## src/pett_pkg.sv

```systemverilog
// ----------------------------------------------------------------------------
// pett_pkg: shared types for the periodic event timer table
// Item structs, command and status codes, controller state and the
// command/status bundles between controller and datapath.
// ----------------------------------------------------------------------------
package pett_pkg;

  // default configuration
  localparam int unsigned SLOTS_DEF     = 16;
  localparam int unsigned TIME_BITS_DEF = 32;
  localparam int unsigned TAG_BITS_DEF  = 16;

  // command codes carried in the input item
  typedef enum logic [2:0] {
    CMD_ADD_PER = 3'd0,
    CMD_ADD_ONE = 3'd1,
    CMD_DELETE  = 3'd2,
    CMD_UPDATE  = 3'd3,
    CMD_RUN     = 3'd4,
    CMD_SETBACK = 3'd5
  } cmd_e;

  // result status codes
  localparam logic [1:0] ST_OK       = 2'd0;
  localparam logic [1:0] ST_FULL     = 2'd1;
  localparam logic [1:0] ST_NOTFOUND = 2'd2;

  typedef struct packed {
    logic [2:0]  command;
    logic [15:0] tag;
    logic [31:0] amount;
    logic [31:0] now;
  } in_item_t;

  typedef struct packed {
    logic [1:0]  status;
    logic        fired;
    logic [15:0] fired_tag;
    logic [31:0] next_due;
    logic        next_due_valid;
    logic        last;
  } out_item_t;

  // controller states
  typedef enum logic [2:0] {
    S_IDLE,
    S_SCAN,
    S_ACT,
    S_MIN,
    S_SEEK,
    S_READ
  } ctl_state_e;

  // controller to datapath
  typedef struct packed {
    logic load_item;
    logic clr_cnt;
    logic step_cnt;
    logic scan_en;
    logic act_en;
    logic min_en;
    logic emit_fire;
    logic emit_status;
  } ctl_cmd_t;

  // datapath to controller
  typedef struct packed {
    logic pass_done;
    logic fired_here;
    logic none_fired;
    logic remain_one;
    logic out_free;
  } ctl_status_t;

endpackage

```

## src/pett_ctrl.sv

```systemverilog
// ----------------------------------------------------------------------------
// pett_ctrl: sequencer for the timer table
// Walks each item through the slot scan, the table update, the minimum
// pass and the result emission.
// ----------------------------------------------------------------------------
module pett_ctrl (
  input  logic                  clk_i,
  input  logic                  rst_ni,
  input  logic                  in_valid_i,
  output logic                  in_ready_o,
  input  pett_pkg::ctl_status_t status_i,
  output pett_pkg::ctl_cmd_t    cmd_o
);
  import pett_pkg::*;

  ctl_state_e state_q, state_d;

  // state register
  always_ff @(posedge clk_i or negedge rst_ni) begin
    if (!rst_ni) begin
      state_q <= S_IDLE;
    end else begin
      state_q <= state_d;
    end
  end

  // next state
  always_comb begin
    state_d = state_q;
    case (state_q)
      S_IDLE: begin
        if (in_valid_i) state_d = S_SCAN;
      end
      S_SCAN: begin
        if (status_i.pass_done) state_d = S_ACT;
      end
      S_ACT: begin
        state_d = S_MIN;
      end
      S_MIN: begin
        if (status_i.pass_done) state_d = S_SEEK;
      end
      S_SEEK: begin
        if (status_i.none_fired) begin
          if (status_i.out_free) state_d = S_IDLE;
        end else if (status_i.fired_here) begin
          state_d = S_READ;
        end
      end
      S_READ: begin
        if (status_i.out_free) state_d = status_i.remain_one ? S_IDLE : S_SEEK;
      end
      default: state_d = S_IDLE;
    endcase
  end

  // outputs
  always_comb begin
    cmd_o      = '0;
    in_ready_o = 1'b0;
    case (state_q)
      S_IDLE: begin
        in_ready_o      = 1'b1;
        cmd_o.load_item = in_valid_i;
        cmd_o.clr_cnt   = 1'b1;
      end
      S_SCAN: begin
        cmd_o.scan_en  = 1'b1;
        cmd_o.step_cnt = 1'b1;
      end
      S_ACT: begin
        cmd_o.act_en  = 1'b1;
        cmd_o.clr_cnt = 1'b1;
      end
      S_MIN: begin
        cmd_o.min_en   = 1'b1;
        cmd_o.step_cnt = 1'b1;
        cmd_o.clr_cnt  = status_i.pass_done;
      end
      S_SEEK: begin
        if (status_i.none_fired) begin
          cmd_o.emit_status = status_i.out_free;
        end else begin
          cmd_o.step_cnt = !status_i.fired_here;
        end
      end
      S_READ: begin
        cmd_o.emit_fire = status_i.out_free;
        cmd_o.step_cnt  = status_i.out_free;
      end
      default: begin
        cmd_o = '0;
      end
    endcase
  end

endmodule

```

## src/pett_dpath.sv

```systemverilog
// ----------------------------------------------------------------------------
// pett_dpath: slot storage and arithmetic for the timer table
// Holds the slot memories, armed and fired flags, the slot counter, the
// search and minimum registers, and the output register.
// ----------------------------------------------------------------------------
module pett_dpath #(
  parameter int unsigned SLOTS     = pett_pkg::SLOTS_DEF,
  parameter int unsigned TIME_BITS = pett_pkg::TIME_BITS_DEF,
  parameter int unsigned TAG_BITS  = pett_pkg::TAG_BITS_DEF
) (
  input  logic                  clk_i,
  input  logic                  rst_ni,
  input  pett_pkg::in_item_t    in_item_i,
  input  pett_pkg::ctl_cmd_t    cmd_i,
  output pett_pkg::ctl_status_t status_o,
  input  logic                  out_ready_i,
  output logic                  out_valid_o,
  output pett_pkg::out_item_t   out_item_o
);
  import pett_pkg::*;

  localparam int unsigned IW = $clog2(SLOTS);
  localparam int unsigned CW = $clog2(SLOTS + 1);

  typedef logic [TIME_BITS-1:0] time_t;

  function automatic time_t sat_add(input time_t a, input time_t b);
    logic [TIME_BITS:0] s;
    s = {1'b0, a} + {1'b0, b};
    return s[TIME_BITS] ? '1 : s[TIME_BITS-1:0];
  endfunction

  // slot memories
  logic [TAG_BITS-1:0] tag_mem [SLOTS];
  time_t               due_mem [SLOTS];
  time_t               per_mem [SLOTS];
  logic [TAG_BITS-1:0] tag_rd_q;
  time_t               due_rd_q;
  time_t               per_rd_q;

  // control and working registers
  logic [SLOTS-1:0] armed_q, armed_d;
  logic [SLOTS-1:0] fired_q, fired_d;
  logic [CW-1:0]    cnt_q, cnt_d;
  logic [CW-1:0]    nfired_q, nfired_d;
  logic             proc_vld_q;
  logic [IW-1:0]    proc_idx_q;
  logic             free_found_q, free_found_d;
  logic [IW-1:0]    free_idx_q, free_idx_d;
  logic             match_found_q, match_found_d;
  logic [IW-1:0]    match_idx_q, match_idx_d;
  time_t            match_due_q, match_due_d;
  logic             best_vld_q, best_vld_d;
  time_t            best_q, best_d;
  logic [1:0]       stat_q, stat_d;
  in_item_t         item_q;
  logic             out_valid_q, out_valid_d;
  out_item_t        out_q, out_d;

  // item fields at internal widths
  logic [TAG_BITS-1:0] tag_w;
  time_t               amt_w, now_w, ival_w;
  assign tag_w  = TAG_BITS'(item_q.tag);
  assign amt_w  = TIME_BITS'(item_q.amount);
  assign now_w  = TIME_BITS'(item_q.now);
  assign ival_w = (amt_w == '0) ? TIME_BITS'(1) : amt_w;

  logic [IW-1:0] rd_addr;
  logic          cnt_live;
  logic          proc_armed;
  assign cnt_live   = cnt_q < CW'(SLOTS);
  assign rd_addr    = cnt_live ? cnt_q[IW-1:0] : '0;
  assign proc_armed = armed_q[proc_idx_q];

  // memory write port controls
  logic                we_tag, we_due, we_per;
  logic [IW-1:0]       wa_due, wa_slot;
  time_t               wd_due, wd_per;
  logic [TAG_BITS-1:0] wd_tag;

  // slot processing, table update and minimum
  always_comb begin
    armed_d       = armed_q;
    fired_d       = fired_q;
    nfired_d      = nfired_q;
    free_found_d  = free_found_q;
    free_idx_d    = free_idx_q;
    match_found_d = match_found_q;
    match_idx_d   = match_idx_q;
    match_due_d   = match_due_q;
    best_vld_d    = best_vld_q;
    best_d        = best_q;
    stat_d        = stat_q;
    we_tag        = 1'b0;
    we_due        = 1'b0;
    we_per        = 1'b0;
    wa_due        = proc_idx_q;
    wa_slot       = free_idx_q;
    wd_due        = sat_add(now_w, per_rd_q);
    wd_per        = ival_w;
    wd_tag        = tag_w;

    if (cmd_i.load_item) begin
      fired_d       = '0;
      nfired_d      = '0;
      free_found_d  = 1'b0;
      match_found_d = 1'b0;
      stat_d        = ST_OK;
    end

    // per-slot scan
    if (cmd_i.scan_en && proc_vld_q) begin
      case (item_q.command)
        CMD_ADD_PER, CMD_ADD_ONE: begin
          if (!proc_armed && !free_found_q) begin
            free_found_d = 1'b1;
            free_idx_d   = proc_idx_q;
          end
        end
        CMD_DELETE, CMD_UPDATE: begin
          if (proc_armed && tag_rd_q == tag_w && !match_found_q) begin
            match_found_d = 1'b1;
            match_idx_d   = proc_idx_q;
            match_due_d   = due_rd_q;
          end
        end
        CMD_RUN: begin
          if (proc_armed && due_rd_q <= now_w) begin
            fired_d[proc_idx_q] = 1'b1;
            nfired_d            = nfired_q + CW'(1);
            if (per_rd_q != '0) begin
              we_due = 1'b1;
            end else begin
              armed_d[proc_idx_q] = 1'b0;
            end
          end
        end
        CMD_SETBACK: begin
          if (proc_armed) begin
            we_due = 1'b1;
            wd_due = (due_rd_q > amt_w) ? due_rd_q - amt_w : '0;
          end
        end
        default: begin
        end
      endcase
    end

    // table update after the scan
    if (cmd_i.act_en) begin
      best_vld_d = 1'b0;
      best_d     = '0;
      case (item_q.command)
        CMD_ADD_PER, CMD_ADD_ONE: begin
          if (free_found_q) begin
            armed_d[free_idx_q] = 1'b1;
            we_tag = 1'b1;
            we_due = 1'b1;
            we_per = 1'b1;
            wa_due = free_idx_q;
            wd_due = sat_add(now_w, ival_w);
            wd_per = (item_q.command == CMD_ADD_PER) ? ival_w : '0;
          end else begin
            stat_d = ST_FULL;
          end
        end
        CMD_DELETE: begin
          if (match_found_q) armed_d[match_idx_q] = 1'b0;
          else stat_d = ST_NOTFOUND;
        end
        CMD_UPDATE: begin
          if (match_found_q) begin
            wa_slot = match_idx_q;
            wa_due  = match_idx_q;
            we_per  = 1'b1;
            wd_per  = amt_w;
            wd_due  = sat_add(now_w, amt_w);
            we_due  = wd_due < match_due_q;
          end else begin
            stat_d = ST_NOTFOUND;
          end
        end
        default: begin
        end
      endcase
    end

    // earliest due time over armed slots
    if (cmd_i.min_en && proc_vld_q && proc_armed) begin
      if (!best_vld_q || due_rd_q < best_q) begin
        best_vld_d = 1'b1;
        best_d     = due_rd_q;
      end
    end

    if (cmd_i.emit_fire) nfired_d = nfired_q - CW'(1);
  end

  // slot counter
  always_comb begin
    cnt_d = cnt_q;
    if (cmd_i.clr_cnt) cnt_d = '0;
    else if (cmd_i.step_cnt && cnt_live) cnt_d = cnt_q + CW'(1);
  end

  // output register load
  always_comb begin
    out_d       = out_q;
    out_valid_d = out_valid_q && !out_ready_i;
    if (cmd_i.emit_status || cmd_i.emit_fire) begin
      out_valid_d        = 1'b1;
      out_d.next_due       = 32'(best_q);
      out_d.next_due_valid = best_vld_q;
      if (cmd_i.emit_fire) begin
        out_d.status    = ST_OK;
        out_d.fired     = 1'b1;
        out_d.fired_tag = 16'(tag_rd_q);
        out_d.last      = nfired_q == CW'(1);
      end else begin
        out_d.status    = stat_q;
        out_d.fired     = 1'b0;
        out_d.fired_tag = '0;
        out_d.last      = 1'b1;
      end
    end
  end

  // control registers
  always_ff @(posedge clk_i or negedge rst_ni) begin
    if (!rst_ni) begin
      armed_q       <= '0;
      fired_q       <= '0;
      nfired_q      <= '0;
      cnt_q         <= '0;
      proc_vld_q    <= 1'b0;
      free_found_q  <= 1'b0;
      match_found_q <= 1'b0;
      best_vld_q    <= 1'b0;
      out_valid_q   <= 1'b0;
    end else begin
      armed_q       <= armed_d;
      fired_q       <= fired_d;
      nfired_q      <= nfired_d;
      cnt_q         <= cnt_d;
      proc_vld_q    <= (cmd_i.scan_en || cmd_i.min_en) && cnt_live && !cmd_i.clr_cnt;
      free_found_q  <= free_found_d;
      match_found_q <= match_found_d;
      best_vld_q    <= best_vld_d;
      out_valid_q   <= out_valid_d;
    end
  end

  // payload registers
  always_ff @(posedge clk_i) begin
    if (cmd_i.load_item) item_q <= in_item_i;
    proc_idx_q  <= rd_addr;
    free_idx_q  <= free_idx_d;
    match_idx_q <= match_idx_d;
    match_due_q <= match_due_d;
    best_q      <= best_d;
    stat_q      <= stat_d;
    out_q       <= out_d;
  end

  // slot memories: one write and one registered read per cycle
  always_ff @(posedge clk_i) begin
    if (we_tag) tag_mem[wa_slot] <= wd_tag;
    if (we_per) per_mem[wa_slot] <= wd_per;
    if (we_due) due_mem[wa_due] <= wd_due;
    tag_rd_q <= tag_mem[rd_addr];
    due_rd_q <= due_mem[rd_addr];
    per_rd_q <= per_mem[rd_addr];
  end

  // status to the controller
  assign status_o.pass_done  = proc_vld_q && (proc_idx_q == IW'(SLOTS - 1));
  assign status_o.fired_here = fired_q[rd_addr];
  assign status_o.none_fired = nfired_q == '0;
  assign status_o.remain_one = nfired_q == CW'(1);
  assign status_o.out_free   = !out_valid_q || out_ready_i;

  assign out_valid_o = out_valid_q;
  assign out_item_o  = out_q;

endmodule

```

## src/periodic_event_timer_table.sv

```systemverilog
// ----------------------------------------------------------------------------
// periodic_event_timer_table: table of periodic and one-shot timers
// Top level joining the sequencer and the slot datapath.
// ----------------------------------------------------------------------------
// Usage:
//   Input channel (in_valid_i/in_ready_o/in_item_i) takes one command item:
//   add periodic, add one-shot, delete, update period, run or set back.
//   Output channel (out_valid_o/out_ready_i/out_item_o) returns one result,
//   or one result per fired slot for a run, in slot order; the final result
//   of an item has last set. Every result carries the earliest due time.
//   Sequence: an item is taken only while the block is idle. It then goes
//   through the slot scan, the table update, the minimum pass and emission.
//   A run adds a seek over the slots and a read for each fired slot. The
//   pace is set by the single read port of the slot memories, walked once
//   per pass.
//   Stall: results wait in the output register; emission pauses while the
//   receiver holds off, and the next item is taken once the last result
//   sits in that register.
//   Reset: all slots are free and the output is empty.
module periodic_event_timer_table #(
  parameter int unsigned SLOTS     = pett_pkg::SLOTS_DEF,
  parameter int unsigned TIME_BITS = pett_pkg::TIME_BITS_DEF,
  parameter int unsigned TAG_BITS  = pett_pkg::TAG_BITS_DEF
) (
  input  logic                clk_i,
  input  logic                rst_ni,
  input  logic                in_valid_i,
  output logic                in_ready_o,
  input  pett_pkg::in_item_t  in_item_i,
  output logic                out_valid_o,
  input  logic                out_ready_i,
  output pett_pkg::out_item_t out_item_o
);
  import pett_pkg::*;

  ctl_cmd_t    cmd;
  ctl_status_t status;

  pett_ctrl u_ctrl (
    .clk_i      (clk_i),
    .rst_ni     (rst_ni),
    .in_valid_i (in_valid_i),
    .in_ready_o (in_ready_o),
    .status_i   (status),
    .cmd_o      (cmd)
  );

  pett_dpath #(
    .SLOTS     (SLOTS),
    .TIME_BITS (TIME_BITS),
    .TAG_BITS  (TAG_BITS)
  ) u_dpath (
    .clk_i       (clk_i),
    .rst_ni      (rst_ni),
    .in_item_i   (in_item_i),
    .cmd_i       (cmd),
    .status_o    (status),
    .out_ready_i (out_ready_i),
    .out_valid_o (out_valid_o),
    .out_item_o  (out_item_o)
  );

endmodule

```

## config.mk

```make
export PLATFORM = sky130hd
export DESIGN_NAME = periodic_event_timer_table
export DESIGN_NICKNAME = d
export VERILOG_FILES = /design/src/pett_pkg.sv /design/src/pett_ctrl.sv /design/src/pett_dpath.sv /design/src/periodic_event_timer_table.sv
export SDC_FILE = /design/constraint.sdc
export NUM_CORES = 2
export LEC_CHECK = 0
export BUFFER_PORTS_ARGS = -buffer_cell sky130_fd_sc_hd__buf_2
export CAP_MARGIN = 10
export CORE_MARGIN = 2
export CORE_UTILIZATION = 40
export DETAILED_ROUTE_END_ITERATION = 10
export PLACE_DENSITY_LB_ADDON = 0.2
export SYNTH_ARGS = -nofsm -noshare
export SYNTH_HDL_FRONTEND = slang
export SYNTH_SLANG_ARGS = --single-unit
```

## constraint.sdc

```tcl
create_clock -name clk_i -period 8.3 [get_ports clk_i]
set_input_delay 0.415 -clock clk_i [delete_from_list [all_inputs] [get_ports clk_i]]
set_output_delay 0.415 -clock clk_i [all_outputs]
set_load 0.005 [all_outputs]
```

==> impl_metrics.toml <==
[die]
num_io_pins = 142
floorplan.die_area_mm2 = 0.1826
initial_utilization_pct = 40.23
die_x_um = 427.4
floorplan.die.height_um = 427.4
area_of_the_core_mm2 = 0.1782
core.rowCount = 155

[pwr]
p_per_area_mw_per_mm2 = 351.3
total_leakage_power_nw = 28.31
vdd_drop_max_mv = 0.2260

[sta]
max_clock_freq_ghz = 0.1433
setup_tns_ns = 0
finalHoldViolCount = 0
max_slew.worst_pin.slew_ns = 1.196
rsz0062_at_grt = "no"
period_minus_slack_ns = 6.978
timing.slew.headroom_pct = 19.67
final-setup-viol-count = 0
slew_viol_final = 0
clock_skew_ns = 0.03845
finalCritPeriodShare_pct = 84.07

[layout]
area.growth.synth_to_final_pct = 15.23
layout.core_utilization_pct = 46.36
final.fill_count = 15719
final_layout_size_suffix_gt1_share_pct = 15.14
nets = 5698

[synth]
synth_fp_nets = 5454
synth_area_per_cell_um2 = 13.96
synthFlopType = "sky130_fd_sc_hd__edfxtp_1"
synth.ff_latch_count = 1624
syn-cell-area_mm2 = 0.07170
synth_async_sr_flop_share_pct = 3.079
synth_cell_types = 82
seq_area_frac_synth_pct = 66.02
synthesis.yosys.warnings = 0
syn_inst = 5137
synth_top_cell_by_area = "sky130_fd_sc_hd__edfxtp_1"
synth_area_leaders = "sky130_fd_sc_hd__edfxtp_1 61%, sky130_fd_sc_hd__mux2i_1 4.6%, sky130_fd_sc_hd__ha_1 3.9%"
yosysTopAreaCellShare_pct = 60.98
synth_edf_count = 1456

[route]
antenna_violating_nets_post_route = 0
finalWirelength_um = 219300
initialDrtViolationCount = 4158
vias_per_cell = 5.775
routedWlPerCell_um = 27.82
dr_pass1_iterations = 6
drcViolationCount = 0
via_count = 45523

[critical_path]
worstSetupStartpointType = "flip-flop"
critical_path_rt_ns = 8.77
critical_path_arrival_ns = 7.45
crit_top_cell = "sky130_fd_sc_hd__a21o_1"
path_buf_inv = 2
worst-path-max-fanout = 21
critical_path.max_stage_delay_ns = 0.50
timing.critical_path.to_type = "flip-flop"
crit_type = "flip-flop to flip-flop"
timing.critical_path.max_delay_family = "compound AO/OA/AOI/OAI gates"
worst_path_max_delay_cell = "sky130_fd_sc_hd__edfxtp_1"

[clocking]
h-tree-depth = 4
max-clock-path-buffers = 3
worst_setup_hold_path_clk_slew_ns = 0.06
clock_root_buffer = "sky130_fd_sc_hd__clkbuf_16"
clock-sinks = 1624
insertion_delay_of_the_later_clocked_pin_in_the_worst_skew_pair_ns = 0.84
cts_tree = "yes"
cts_inserted_buffers = 173

[run_status]
outcome = "completed"

[placement]
place.detailed.hpwl_um = 145800
portBuffers = 141
placer_congestion = 0.9547

[grt]
largest_net_degree_at_the_start_of_global_routing = 109
grt_first_pass_wirelength_um = 316000
globalRouteOverflowTotal = 0
initial_antenna_violation_count = 3
first_global_vias = 44755
groute.usage.overall_pct = 23.75

[job]
drv.max_cap_violation_count = 0

[min_path]
timing.hold.worst.class = "input port to flip-flop"
## worst register-to-register path, stage by stage (launching register included)
cell	delay, ns
sky130_fd_sc_hd__edfxtp_1	0.50
sky130_fd_sc_hd__ha_1	0.28
sky130_fd_sc_hd__fa_1	0.41
sky130_fd_sc_hd__a21oi_1	0.20
sky130_fd_sc_hd__a2bb2oi_1	0.29
sky130_fd_sc_hd__a21oi_1	0.19
sky130_fd_sc_hd__a311o_1	0.43
sky130_fd_sc_hd__a21o_1	0.20
sky130_fd_sc_hd__a21o_1	0.19
sky130_fd_sc_hd__a21o_1	0.18
sky130_fd_sc_hd__a211oi_1	0.40
sky130_fd_sc_hd__o21ai_0	0.21
sky130_fd_sc_hd__ha_1	0.22
sky130_fd_sc_hd__a21o_1	0.17
sky130_fd_sc_hd__a21o_1	0.17
sky130_fd_sc_hd__a21o_1	0.17
sky130_fd_sc_hd__a21o_1	0.17
sky130_fd_sc_hd__a21o_1	0.18
sky130_fd_sc_hd__a211o_1	0.29
sky130_fd_sc_hd__a21oi_1	0.27
sky130_fd_sc_hd__o211ai_1	0.17
sky130_fd_sc_hd__o211ai_1	0.28
sky130_fd_sc_hd__buf_4	0.20
sky130_fd_sc_hd__nand3_1	0.31
sky130_fd_sc_hd__nor2_4	0.21
sky130_fd_sc_hd__buf_4	0.34
## final cells by class
cell class / instances / area (um2) / share of cell area, %
Sequential cell: 1624 / 47350 / 57.31
Inverter: 174 / 660.6 / 0.7996
Tap cell: 2355 / 2947 / 3.567
Clock inverter: 86 / 1021 / 1.236
Antenna cell: 1 / 2.502 / 0.003029
Multi-Input combinational cell: 3033 / 22960 / 27.79
Timing Repair Buffer: 375 / 2831 / 3.427
Clock buffer: 235 / 4846 / 5.865
## final timing paths
path / start / endpoint / slack, ns / cells after the start
max in group asynchronous: rst_ni / u_dpath.cnt_q[4] / 7.41 / 3
worst min register to register: u_dpath.best_q[17] / u_dpath.out_item_o[19] / 0.43 / 0
worst max-delay path: u_dpath.amt_w[0] / u_dpath.due_mem[7][21] / 1.32 / 25
worst min-delay path: in_valid_i / u_ctrl.state_q[0] / 0.20 / 5
worst max register to register: u_dpath.amt_w[0] / u_dpath.due_mem[7][21] / 1.32 / 25
min in group asynchronous: rst_ni / u_dpath.out_valid_o / 0.28 / 3
## synth_stat cells, types with 88 or more instances
master / number
sky130_fd_sc_hd__o21ai_0: 202
sky130_fd_sc_hd__mux2i_1: 333
sky130_fd_sc_hd__a21oi_1: 345
sky130_fd_sc_hd__nor2_1: 230
sky130_fd_sc_hd__edfxtp_1: 1456
sky130_fd_sc_hd__o221ai_1: 167
sky130_fd_sc_hd__mux2_2: 193
sky130_fd_sc_hd__inv_1: 174
sky130_fd_sc_hd__nand2_1: 266
sky130_fd_sc_hd__a22oi_1: 88
sky130_fd_sc_hd__ha_1: 226
sky130_fd_sc_hd__clkbuf_1: 261
sky130_fd_sc_hd__dfxtp_1: 118
sky130_fd_sc_hd__a21o_1: 94
## layout by cell type, fill, tap and decap left out, types with 87 or more instances in the layout
cell type	netlist	final
sky130_fd_sc_hd__o21ai_0	202	201
sky130_fd_sc_hd__ha_1	226	226
sky130_fd_sc_hd__a21oi_1	345	344
sky130_fd_sc_hd__buf_4	1	136
sky130_fd_sc_hd__mux2_2	193	193
sky130_fd_sc_hd__a22oi_1	88	87
sky130_fd_sc_hd__mux2i_1	333	333
sky130_fd_sc_hd__nor2_1	230	181
sky130_fd_sc_hd__a21o_1	94	94
sky130_fd_sc_hd__buf_2	12	141
sky130_fd_sc_hd__edfxtp_1	1456	1456
sky130_fd_sc_hd__nand2_1	266	266
sky130_fd_sc_hd__o221ai_1	167	167
sky130_fd_sc_hd__dfxtp_1	118	118
sky130_fd_sc_hd__inv_1	174	172
sky130_fd_sc_hd__clkbuf_16	0	176
## power by group
part / switching [mW] / total, mW / internal (mW)
Clock: 3.30 / 7.87 / 4.57
Sequential: 0.571 / 11.2 / 10.7
Combinational: 6.70 / 9.92 / 3.21
Total: 10.6 / 29.0 / 18.4
## metrics by stage
stage / total power, mW / hold WS, ns / area, um2 / setup slack (ns) / instances
3_5_place_dp: 21.23 / 0.4137 / 75880 / 1.362 / 7474
3_3_place_gp: 21.19 / 0.4145 / 75880 / 1.382 / 7474
2_1_floorplan: 17.09 / 0.1194 / 71700 / 1.634 / 5137
4_1_cts: 29.14 / 0.1461 / 82590 / 1.325 / 7880
6_report: 29.03 / 0.1966 / 82620 / 1.322 / 7883
5_1_grt: 30.23 / 0.2460 / 82620 / 1.034 / 7882
## cells by family (layout without fill, tap and decap cells)
| kind of cell | count (synthesis) | count (layout) | share of synthesized area, % |
|---|---|---|---|
| xor gates and xnor gates | 128 | 128 | 1.564 |
| other | 0 | 1 | 0 |
| adders and majority gates | 230 | 230 | 4.056 |
| and+or+nand+nor | 833 | 833 | 5.480 |
| AOI/OAI and AO/OA | 1312 | 1312 | 12.52 |
| muxes | 530 | 530 | 7.806 |
| buffers and inverters | 480 | 870 | 2.551 |
| DFF | 1624 | 1624 | 66.02 |
## metal layers
layer	GRT usage [%]	vias to the layer above	part of all wire [%]
li1	-	20547	-
met1	31.22	23233	42
met2	40.51	1418	50
met3	3.294	323	4.8
met4	7.529	2	3.0
met5	0	-	0.0050
## sequential cells by signal (all words and copies together) (netlist names), 4 cells and up
| signal | cells |
|---|---|
| u_dpath.fired_q | 16 |
| u_dpath.due_rd_q | 32 |
| u_dpath.out_item_o | 53 |
| u_dpath.match_due_q | 32 |
| u_dpath.tag_mem | 256 |
| u_dpath.amt_w | 32 |
| u_dpath.tag_rd_q | 16 |
| u_dpath.free_idx_q | 4 |
| u_dpath.match_idx_q | 4 |
| u_dpath.now_w | 32 |
| u_dpath.tag_w | 16 |
| u_dpath.due_mem | 512 |
| u_dpath.best_q | 32 |
| u_dpath.nfired_q | 5 |
| u_dpath.armed_q | 16 |
| u_dpath.cnt_q | 5 |
| u_dpath.proc_idx_q | 4 |
| u_dpath.per_rd_q | 32 |
| u_dpath.per_mem | 512 |
## what timing repair did
| action | in CTS | in global routing |
|---|---|---|
| buffers inserted | 0 | 0 |
| gates resized for setup | 0 | 0 |
| hold buffers | 85 | 0 |
| hold endpoints to repair | 134 | 0 |
Power figures use the tool's default switching activity.
